[src/hw/rtl/rfcs_pkg.sv]
// shared constants and types for the rotated filled circle span rasterizer
`default_nettype none

package rfcs_pkg;

  localparam int IN_W      = 24;  // rel_x / rel_y width
  localparam int TRIG_W    = 16;  // cos / sin width
  localparam int TRIG_FRAC = 14;
  localparam int RAD_W     = 10;
  localparam int SPAN_W    = 6;
  localparam int CFG_IDX_W = 1;

  localparam int ROW_MIN  = 12;
  localparam int ROW_MAX  = 63;
  localparam int COL_MAX  = 62;
  localparam int CENTER_X = 31;
  localparam int CENTER_Y = ROW_MIN + 26;

  localparam logic [CFG_IDX_W-1:0] CFG_COS_ROT = 1'd0;
  localparam logic [CFG_IDX_W-1:0] CFG_SIN_ROT = 1'd1;

  localparam logic signed [TRIG_W-1:0] COS_RESET = 16'sd16384;
  localparam logic signed [TRIG_W-1:0] SIN_RESET = 16'sd0;

  typedef struct packed {
    logic [SPAN_W-1:0] x;
    logic [SPAN_W-1:0] y;
    logic [SPAN_W-1:0] len;
  } span_t;

endpackage

`default_nettype wire

[src/hw/rtl/rotated_filled_circle_spans.sv]
// top level: rotate a body position, then emit clipped circle spans row by row
//
// sequence: after an item is accepted, the rotation, truncation, row clip and r*r, d*d and h2
//   steps run in turn; each covered screen row (at most 52 rows) then takes a square root and
//   a span step, and a flush step releases the final span
// one body at a time: in_ready stays low through the bit-serial rotation multiply and the
//   square root shared by all rows of the body
// reset: synchronous active-low rst_n idles the sequencer, drops out_valid and
//   restores cos_rot to 1.0 and sin_rot to 0
`default_nettype none

module rotated_filled_circle_spans
  import rfcs_pkg::*;
#(
  parameter int COORD_FRAC_BITS = 8
) (
  input  wire logic                        clk,
  input  wire logic                        rst_n,
  // configuration write port
  input  wire logic                        cfg_we,
  input  wire logic [CFG_IDX_W-1:0]        cfg_index,
  input  wire logic [TRIG_W-1:0]           cfg_data,
  // body items
  input  wire logic                        in_valid,
  output logic                             in_ready,
  input  wire logic signed [IN_W-1:0]      in_rel_x,
  input  wire logic signed [IN_W-1:0]      in_rel_y,
  input  wire logic [RAD_W-1:0]            in_radius,
  // span items
  output logic                             out_valid,
  input  wire logic                        out_ready,
  output logic [SPAN_W-1:0]                out_span_x,
  output logic [SPAN_W-1:0]                out_span_y,
  output logic [SPAN_W-1:0]                out_span_len,
  output logic                             out_last
);

  // rotation accumulator holds dx*c - dy*s exactly
  localparam int ACC_W = IN_W + TRIG_W + 1;
  // total fraction bits removed after the rotation
  localparam int SH    = COORD_FRAC_BITS + TRIG_FRAC;
  // screen position width: rotated value plus room for center and radius
  localparam int PW    = ACC_W - SH + 2;
  localparam int H2_W  = 2 * RAD_W;
  localparam int REM_W = RAD_W + 3;
  localparam int RCNT_W = $clog2(TRIG_W);
  localparam int SCNT_W = $clog2(RAD_W);

  localparam logic [RCNT_W-1:0] ROT_LAST = RCNT_W'(TRIG_W - 1);
  localparam logic [SCNT_W-1:0] SQ_LAST  = SCNT_W'(RAD_W - 1);

  localparam logic signed [PW-1:0] ROW_MIN_S  = PW'(ROW_MIN);
  localparam logic signed [PW-1:0] ROW_MAX_S  = PW'(ROW_MAX);
  localparam logic signed [PW-1:0] COL_MAX_S  = PW'(COL_MAX);
  localparam logic signed [PW-1:0] CENTER_X_S = PW'(CENTER_X);
  localparam logic signed [PW-1:0] CENTER_Y_S = PW'(CENTER_Y);
  localparam logic signed [PW-1:0] ZERO_S     = '0;

  typedef enum logic [3:0] {
    S_IDLE,   // waiting for a body
    S_ROT,    // bit-serial rotation, one trig bit per cycle, sign bit first
    S_DIV,    // truncate toward zero and add the screen center
    S_BOUND,  // clip the row range, drop bodies with no rows
    S_PREP,   // r*r and d*d for the first row
    S_H2,     // h2 = r*r - d*d, start the square root
    S_SQRT,   // digit-by-digit square root, radicand bits taken in pairs
    S_SPAN,   // clip columns, hand the previous span on, step to the next row
    S_FLUSH   // release the held span marked last
  } state_t;

  state_t state_r;

  // camera registers
  logic signed [TRIG_W-1:0] cos_r, sin_r;

  // body operands
  logic signed [IN_W-1:0]   dx_r, dy_r;
  logic [RAD_W-1:0]         r_r;
  logic [TRIG_W-1:0]        cs_sh_r, sn_sh_r;  // trig bits, shifted out msb first
  logic [RCNT_W-1:0]        rot_cnt_r;
  logic signed [ACC_W-1:0]  acc_x_r, acc_y_r;

  // screen position and row walk
  logic signed [PW-1:0]     px_r, py_r;
  logic [SPAN_W-1:0]        y_r, bot_r;
  logic signed [RAD_W:0]    d_r;               // row minus center row
  logic [H2_W-1:0]          rr_r, dd_r, h2_r;

  // square root
  logic [H2_W-1:0]          sq_sh_r;
  logic [REM_W-1:0]         rem_r;
  logic [RAD_W-1:0]         root_r;
  logic [SCNT_W-1:0]        sq_cnt_r;

  // one span held back so the final one can be marked
  span_t                    pend_r;
  logic                     pend_v_r;
  span_t                    out_r;
  logic                     out_valid_r, out_last_r;

  // ---------------------------------------------------------------- rotation step
  logic signed [ACC_W-1:0]  dx_ext, dy_ext, tx, ty, acc_x_nxt, acc_y_nxt;
  logic                     cb, sb, sign_step;

  always_comb begin
    dx_ext    = {{(ACC_W-IN_W){dx_r[IN_W-1]}}, dx_r};
    dy_ext    = {{(ACC_W-IN_W){dy_r[IN_W-1]}}, dy_r};
    cb        = cs_sh_r[TRIG_W-1];
    sb        = sn_sh_r[TRIG_W-1];
    sign_step = (rot_cnt_r == '0);
    tx        = (cb ? dx_ext : '0) - (sb ? dy_ext : '0);
    ty        = (sb ? dx_ext : '0) + (cb ? dy_ext : '0);
    // the two's complement sign bit carries negative weight
    if (sign_step) begin
      tx = -tx;
      ty = -ty;
    end
    acc_x_nxt = {acc_x_r[ACC_W-2:0], 1'b0} + tx;
    acc_y_nxt = {acc_y_r[ACC_W-2:0], 1'b0} + ty;
  end

  // ---------------------------------------------------- truncation toward zero
  logic signed [ACC_W-1:0]  qx_full, qy_full;
  logic signed [PW-1:0]     rx, ry, px_nxt, py_nxt;

  always_comb begin
    qx_full = acc_x_r >>> SH;
    qy_full = acc_y_r >>> SH;
    rx = qx_full[PW-1:0] + PW'(acc_x_r[ACC_W-1] && (|acc_x_r[SH-1:0]));
    ry = qy_full[PW-1:0] + PW'(acc_y_r[ACC_W-1] && (|acc_y_r[SH-1:0]));
    px_nxt = rx + CENTER_X_S;
    py_nxt = ry + CENTER_Y_S;
  end

  // ---------------------------------------------------------------- row range
  logic signed [PW-1:0]     r_ext, top_raw, bot_raw, top_c, bot_c, d0;
  logic                     rows_empty;

  always_comb begin
    r_ext      = {{(PW-RAD_W){1'b0}}, r_r};
    top_raw    = py_r - r_ext;
    bot_raw    = py_r + r_ext;
    top_c      = (top_raw < ROW_MIN_S) ? ROW_MIN_S : top_raw;
    bot_c      = (bot_raw > ROW_MAX_S) ? ROW_MAX_S : bot_raw;
    rows_empty = (top_c > bot_c);
    d0         = top_c - py_r;  // within -r..r whenever rows exist
  end

  logic [RAD_W-1:0]         d_mag;
  assign d_mag = d_r[RAD_W] ? RAD_W'(-d_r) : d_r[RAD_W-1:0];

  // next row: (d+1)^2 = d^2 + 2d + 1
  logic [H2_W-1:0]          h2_step;
  assign h2_step = h2_r - {{(H2_W-RAD_W-2){d_r[RAD_W]}}, d_r, 1'b1};

  // ---------------------------------------------------------------- sqrt digit
  logic [REM_W-1:0]         rem_sh, trial;
  logic                     take;

  always_comb begin
    rem_sh = {rem_r[REM_W-3:0], sq_sh_r[H2_W-1 -: 2]};
    trial  = {1'b0, root_r, 2'b01};
    take   = (rem_sh >= trial);
  end

  // ---------------------------------------------------------------- column clip
  logic signed [PW-1:0]     h_ext, x1, x2, x1c, x2c;
  logic                     vis, slot_free, out_load;
  span_t                    span_new;

  always_comb begin
    h_ext = {{(PW-RAD_W){1'b0}}, root_r};
    x1    = px_r - h_ext;
    x2    = px_r + h_ext;
    vis   = !((x2 < ZERO_S) || (x1 > COL_MAX_S));
    x1c   = (x1 < ZERO_S) ? ZERO_S : x1;
    x2c   = (x2 > COL_MAX_S) ? COL_MAX_S : x2;
    span_new.x   = x1c[SPAN_W-1:0];
    span_new.y   = y_r;
    span_new.len = x2c[SPAN_W-1:0] - x1c[SPAN_W-1:0] + SPAN_W'(1);
  end

  // output register is free when empty or being taken this cycle
  assign slot_free = !out_valid_r || out_ready;

  // held span moves to the output: pushed out by a new visible span or flushed at the end
  assign out_load = slot_free && pend_v_r &&
                    (((state_r == S_SPAN) && vis) || (state_r == S_FLUSH));

  // ---------------------------------------------------------------- sequencer
  always_ff @(posedge clk) begin
    if (!rst_n) begin
      state_r     <= S_IDLE;
      cos_r       <= COS_RESET;
      sin_r       <= SIN_RESET;
      pend_v_r    <= 1'b0;
      out_valid_r <= 1'b0;
      out_last_r  <= 1'b0;
    end else begin
      if (cfg_we) begin
        unique case (cfg_index)
          CFG_COS_ROT: cos_r <= cfg_data;
          CFG_SIN_ROT: sin_r <= cfg_data;
        endcase
      end

      if (out_load) begin
        out_valid_r <= 1'b1;
      end else if (out_ready) begin
        out_valid_r <= 1'b0;
      end

      unique case (state_r)
        S_IDLE: begin
          if (in_valid) begin
            dx_r      <= in_rel_x;
            dy_r      <= in_rel_y;
            r_r       <= in_radius;
            cs_sh_r   <= cos_r;
            sn_sh_r   <= sin_r;
            rot_cnt_r <= '0;
            acc_x_r   <= '0;
            acc_y_r   <= '0;
            state_r   <= S_ROT;
          end
        end

        S_ROT: begin
          acc_x_r   <= acc_x_nxt;
          acc_y_r   <= acc_y_nxt;
          cs_sh_r   <= {cs_sh_r[TRIG_W-2:0], 1'b0};
          sn_sh_r   <= {sn_sh_r[TRIG_W-2:0], 1'b0};
          rot_cnt_r <= rot_cnt_r + RCNT_W'(1);
          if (rot_cnt_r == ROT_LAST) begin
            state_r <= S_DIV;
          end
        end

        S_DIV: begin
          px_r    <= px_nxt;
          py_r    <= py_nxt;
          state_r <= S_BOUND;
        end

        S_BOUND: begin
          y_r   <= top_c[SPAN_W-1:0];
          bot_r <= bot_c[SPAN_W-1:0];
          d_r   <= d0[RAD_W:0];
          state_r <= rows_empty ? S_IDLE : S_PREP;
        end

        S_PREP: begin
          rr_r    <= H2_W'(r_r) * H2_W'(r_r);
          dd_r    <= H2_W'(d_mag) * H2_W'(d_mag);
          state_r <= S_H2;
        end

        S_H2: begin
          h2_r     <= rr_r - dd_r;
          sq_sh_r  <= rr_r - dd_r;
          rem_r    <= '0;
          root_r   <= '0;
          sq_cnt_r <= '0;
          state_r  <= S_SQRT;
        end

        S_SQRT: begin
          sq_sh_r  <= {sq_sh_r[H2_W-3:0], 2'b00};
          sq_cnt_r <= sq_cnt_r + SCNT_W'(1);
          if (take) begin
            rem_r  <= rem_sh - trial;
            root_r <= {root_r[RAD_W-2:0], 1'b1};
          end else begin
            rem_r  <= rem_sh;
            root_r <= {root_r[RAD_W-2:0], 1'b0};
          end
          if (sq_cnt_r == SQ_LAST) begin
            state_r <= S_SPAN;
          end
        end

        S_SPAN: begin
          // a visible span must wait while the held one cannot move on
          if (!(vis && pend_v_r && !slot_free)) begin
            if (vis) begin
              if (pend_v_r) begin
                out_r       <= pend_r;
                out_last_r  <= 1'b0;
              end
              pend_r   <= span_new;
              pend_v_r <= 1'b1;
            end
            if (y_r == bot_r) begin
              state_r <= S_FLUSH;
            end else begin
              y_r      <= y_r + SPAN_W'(1);
              d_r      <= d_r + (RAD_W+1)'(1);
              h2_r     <= h2_step;
              sq_sh_r  <= h2_step;
              rem_r    <= '0;
              root_r   <= '0;
              sq_cnt_r <= '0;
              state_r  <= S_SQRT;
            end
          end
        end

        S_FLUSH: begin
          if (!pend_v_r) begin
            state_r <= S_IDLE;
          end else if (slot_free) begin
            out_r       <= pend_r;
            out_last_r  <= 1'b1;
            pend_v_r    <= 1'b0;
            state_r     <= S_IDLE;
          end
        end

        default: state_r <= S_IDLE;
      endcase
    end
  end

  assign in_ready     = (state_r == S_IDLE);
  assign out_valid    = out_valid_r;
  assign out_span_x   = out_r.x;
  assign out_span_y   = out_r.y;
  assign out_span_len = out_r.len;
  assign out_last     = out_last_r;

endmodule

`default_nettype wire

[config.mk]
export PLATFORM = sky130hd
export DESIGN_NAME = rotated_filled_circle_spans
export DESIGN_NICKNAME = d
export VERILOG_FILES = /design/src/hw/rtl/rfcs_pkg.sv /design/src/hw/rtl/rotated_filled_circle_spans.sv
export SDC_FILE = /design/constraint.sdc
export NUM_CORES = 2
export LEC_CHECK = 0
export ABC_AREA = 1
export BUFFER_PORTS_ARGS = -buffer_cell sky130_fd_sc_hd__buf_2
export CAP_MARGIN = 20
export CORE_MARGIN = 2
export CORE_UTILIZATION = 25
export CTS_CLUSTER_DIAMETER = 100
export DETAILED_ROUTE_END_ITERATION = 12
export PLACE_DENSITY = 0.45
export SYNTH_ARGS = -nofsm -noshare
export SYNTH_HDL_FRONTEND = slang
export SYNTH_SLANG_ARGS = --single-unit
[constraint.sdc]
create_clock -name clk -period 7.9 [get_ports clk]
set_input_delay 0.395 -clock clk [delete_from_list [all_inputs] [get_ports clk]]
set_output_delay 0.395 -clock clk [all_outputs]
set_load 0.05 [all_outputs]
==> summary.md <==
| Metric | Value |
|---|---|
| Main area contributors after synthesis | `edfxtp_1, ha_1, nand2_1` |
| Mapped Nets | `5437` |
| Cts bufs inserted | `57` |
| GRT Total Usage | `13.74%` |
| Antenna Nets Post-Route | `0` |
| RePlAce Congestion | `0.8576` |
| Count leader, synth | `nand2_1` |
| Clock Tree Buf Depth | `3` |
| Post-route clock period utilization | `between 80 and 90%` |
| Clk pin slew, worst setup/hold paths | `0.06 ns` |
| CP most frequent cell | `inv_1` |
| Largest area contributor in the netlist | `edfxtp_1` |
| Core Area | `149800 sq um` |
| Chip Width | `392.1 microns` |
| Post-CTS sizing | `0` |
| Maximum resistive drop on vdd | `0.2218 mV` |
| Worst path max stage delay | `0.56 ns` |
| First-pass GRT wire length | `169900 microns` |
| Slew Limit Headroom | `33.21%` |
| Row cnt | `roughly 140` |
| Max-slew violation count | `0` |
| Reg2Reg Setup Slack | `~1.2 ns` |
| Sink Count | `419` |
| Post-synth EDFFs | `380` |
| Die ar. | `~150000 sq um` |
| Comb pwr share | `between 50% and 60%` |
| DRT Pass-1 Iters | `5` |
| Fillcell total | `16320` |
| Number of DRC markers in iteration 0 | `1843` |
| Routed len/inst | `14.78 microns` |
| Clock power share | `~18%` |
| Fin Setup TNS | `0 ns` |
| Fmax | `between 100 and 150 MHz` |
| Mapped Cells | `4890` |
| Leak | `20.25 nW` |
| Status | `finished, final reports clean` |
| Total of max-cap violations | `0` |
| Post-synth top cells | `nand2_1, inv_1, nor2_1` |
| Post-synthesis sequential area ratio | `roughly 32%` |
| Share of cells above drive strength 1 | `under 10%` |
| Critical Path RT | `about 8.3 ns` |
| Clock tree from TritonCTS | `yes` |
| Grt ovf | `0` |
| FF+latch count, synth | `419` |
| # nets final | `5619` |
| Final-report hold violation count | `0` |
| Area of the multi-input gates | `22340 sq um` |
| Postcts setup bufs | `0` |
| Worst-path maximum fanout | `13` |
| Routed vias | `31890` |
| Storage element area | `12190 sq um` |
| Pwr dens | `roughly 320 nW/um^2` |
| Finished Layout Cells | `about 7000` |
| Top cell type's share of synthesized area | `30.30%` |
| Switching power | `6.543 mW` |
| Starting density of the core | `about 25%` |
| Largest net degree at the start of global routing | `99` |
| Crit start category | `flop` |
| Slowest cell on the critical path | `fa_1` |
| Top-Level Pins | `between 100 and 150` |
| Final Critical Period | `6.748 ns` |
| Min-Delay Path Class | `in -> reg` |
| Int Power | `between 7 and 8 mW` |
| Vias in the first global route | `31580` |
| I/O Buffers | `100` |
| Part of the power in registers | `roughly a quarter` |
| H-tree depth | `2` |
| Synth-to-Final Area Change | `14.80%` |
| Die H | `slightly below 400 microns` |
| Residual DRC | `0` |
| Yosys warns | `0` |
| Layout Utilization | `28.86%` |
| Cell Area, Synth | `37660 sq um` |
| Worst Clk Skew | `approximately 0.038 ns` |
| Setup CP Type | `reg -> reg` |
| Synth cell types | `69` |
| Drt total wl | `between 100000 and 150000 microns` |
| Routed vias/inst | `around 4.5` |
| Worst Tran Pin Value | `0.9981 ns` |
| Top_reg_cell synth | `edfxtp_1` |
| CP arrival | `7.15 ns` |
| Initial antenna violation count | `5` |
| Worst-Skew Late Latency | `about 0.67 ns` |
| Ys async rst share | `0%` |
| CTS root buffer | `clkbuf_16` |
| Mapped Avg Cell Area | `7.701 sq um` |
| DP Cell Count | `6954` |
| Worst setup EP type | `flop` |
| RSZ-0062 raised after global routing | `no` |
| Switch share | `47.79%` |
| Final setup fails | `0` |
| Tot Pwr | `13.69 mW` |
| Post-DP HPWL | `83800 microns` |
-- final timing paths --
check / end / start / cells after the start
setup / recovery: dd_r[17] / d_r[0] / 28
hold / removal: r_r[0] / in_radius[0] / 1
setup reg to reg: dd_r[17] / d_r[0] / 28
hold reg to reg: out_span_len[2] / pend_r[2] / 0
-- metrics by stage --
| stage | worst slack, ns | hold slack [ns] | area, sq um |
|---|---|---|---|
| final | 1.152 | 0.05232 | 43230 |
| after CTS | 1.112 | 0.007348 | 43180 |
| after global placement | 1.197 | 0.4028 | 40640 |
| after global routing | 0.4817 | 0.02162 | 43230 |
| after floorplan | 0.09296 | 0.4003 | 37660 |
| after detailed placement | 1.150 | 0.4063 | 40640 |
-- state kept, by name, summed over array words and instances (netlist names), 18 cells and up --
register and cells:
sq_sh_r 20, dy_r 24, acc_y_r 41, h2_r 20
rr_r 19, dx_r 24, pend_r 18, acc_x_r 41
px_r 21, py_r 21, dd_r 19
-- layer usage --
| metal | GRT usage, % | wire [microns] | part of all wire [%] | up-vias |
|---|---|---|---|---|
| met3 | 1.609 | 4069 | 3.9 | 111 |
| li1 | - | - | - | 16510 |
| met1 | 19.01 | 51770 | 49 | 14780 |
| met2 | 22.55 | 47170 | 45 | 487 |
| met5 | 0 | 0 | 0 | - |
| met4 | 3.671 | 2459 | 2.3 | 0 |
-- placed cells by master (no fill, tap or decap), drive strengths merged, types with 3 or more instances in the layout --
cell type    count
and3             6
a21boi          10
o21bai          19
and2             5
nor2           523
nand4           46
o21ai          304
nand3b          23
clkinv          33
a31oi           26
clkbuf          65
o211ai          22
nor4            27
xnor2           65
a21oi          403
buf            133
edfxtp         380
clkinvlp         6
o31ai            6
nand3          208
nand2         1148
ha             363
xor2           171
a21o            24
fa             104
inv            755
dfxtp           39
nor3b            6
dlygate4sd3     73
o21a            24
a211oi           4
o221ai           3
nor3            57
bufinv           3
or2             15
-- power groups by stage --
stage / Combinational (mW) / Sequential (mW) / Clock, mW
after floorplan: 5.88 / 3.20 / 0
after global placement: 7.87 / 3.27 / 0
after detailed placement: 7.89 / 3.27 / 0
after CTS: 7.96 / 3.23 / 2.63
after global routing: 9.10 / 3.26 / 2.71
final: 7.94 / 3.22 / 2.53
-- cell type report --
class / instances / area share, %
clock buffers: 65 / 3.441
flip-flops and latches: 419 / 28.20
well taps: 2016 / 5.835
repair buffers: 206 / 3.485
inverters: 758 / 6.582
diodes: 1 / 0.005789
multi-input cells: 3630 / 51.69
clock inverters: 39 / 0.7612
-- cell families (layout without fill, tap and decap cells) --
family | count (synthesis) | after routing | synth area share (%)
adders and majority gates | 467 | 467 | 17.59
DFF | 419 | 419 | 32.38
xor gates and xnor gates | 236 | 236 | 5.718
other | 0 | 1 | 0
and+or+nand+nor | 2069 | 2069 | 23.30
buffers and inverters | 841 | 1068 | 8.476
AOI/OAI and AO/OA | 858 | 858 | 12.54
-- critical path: cells and delay by family (launching register included) --
kind	cells	cell delay, ns
buf+inv	8	0.81
xor+xnor	2	0.45
simple gates	6	0.80
flops	1	0.53
compound gates	5	0.95
fa+ha+maj	7	2.95
-- repair_timing --
action	in CTS	in global routing
hold buffers	73	0
hold endpoints to repair	77	0
endpoints found under the setup margin	0	0
No activity file was read; power rests on OpenSTA's default activity.
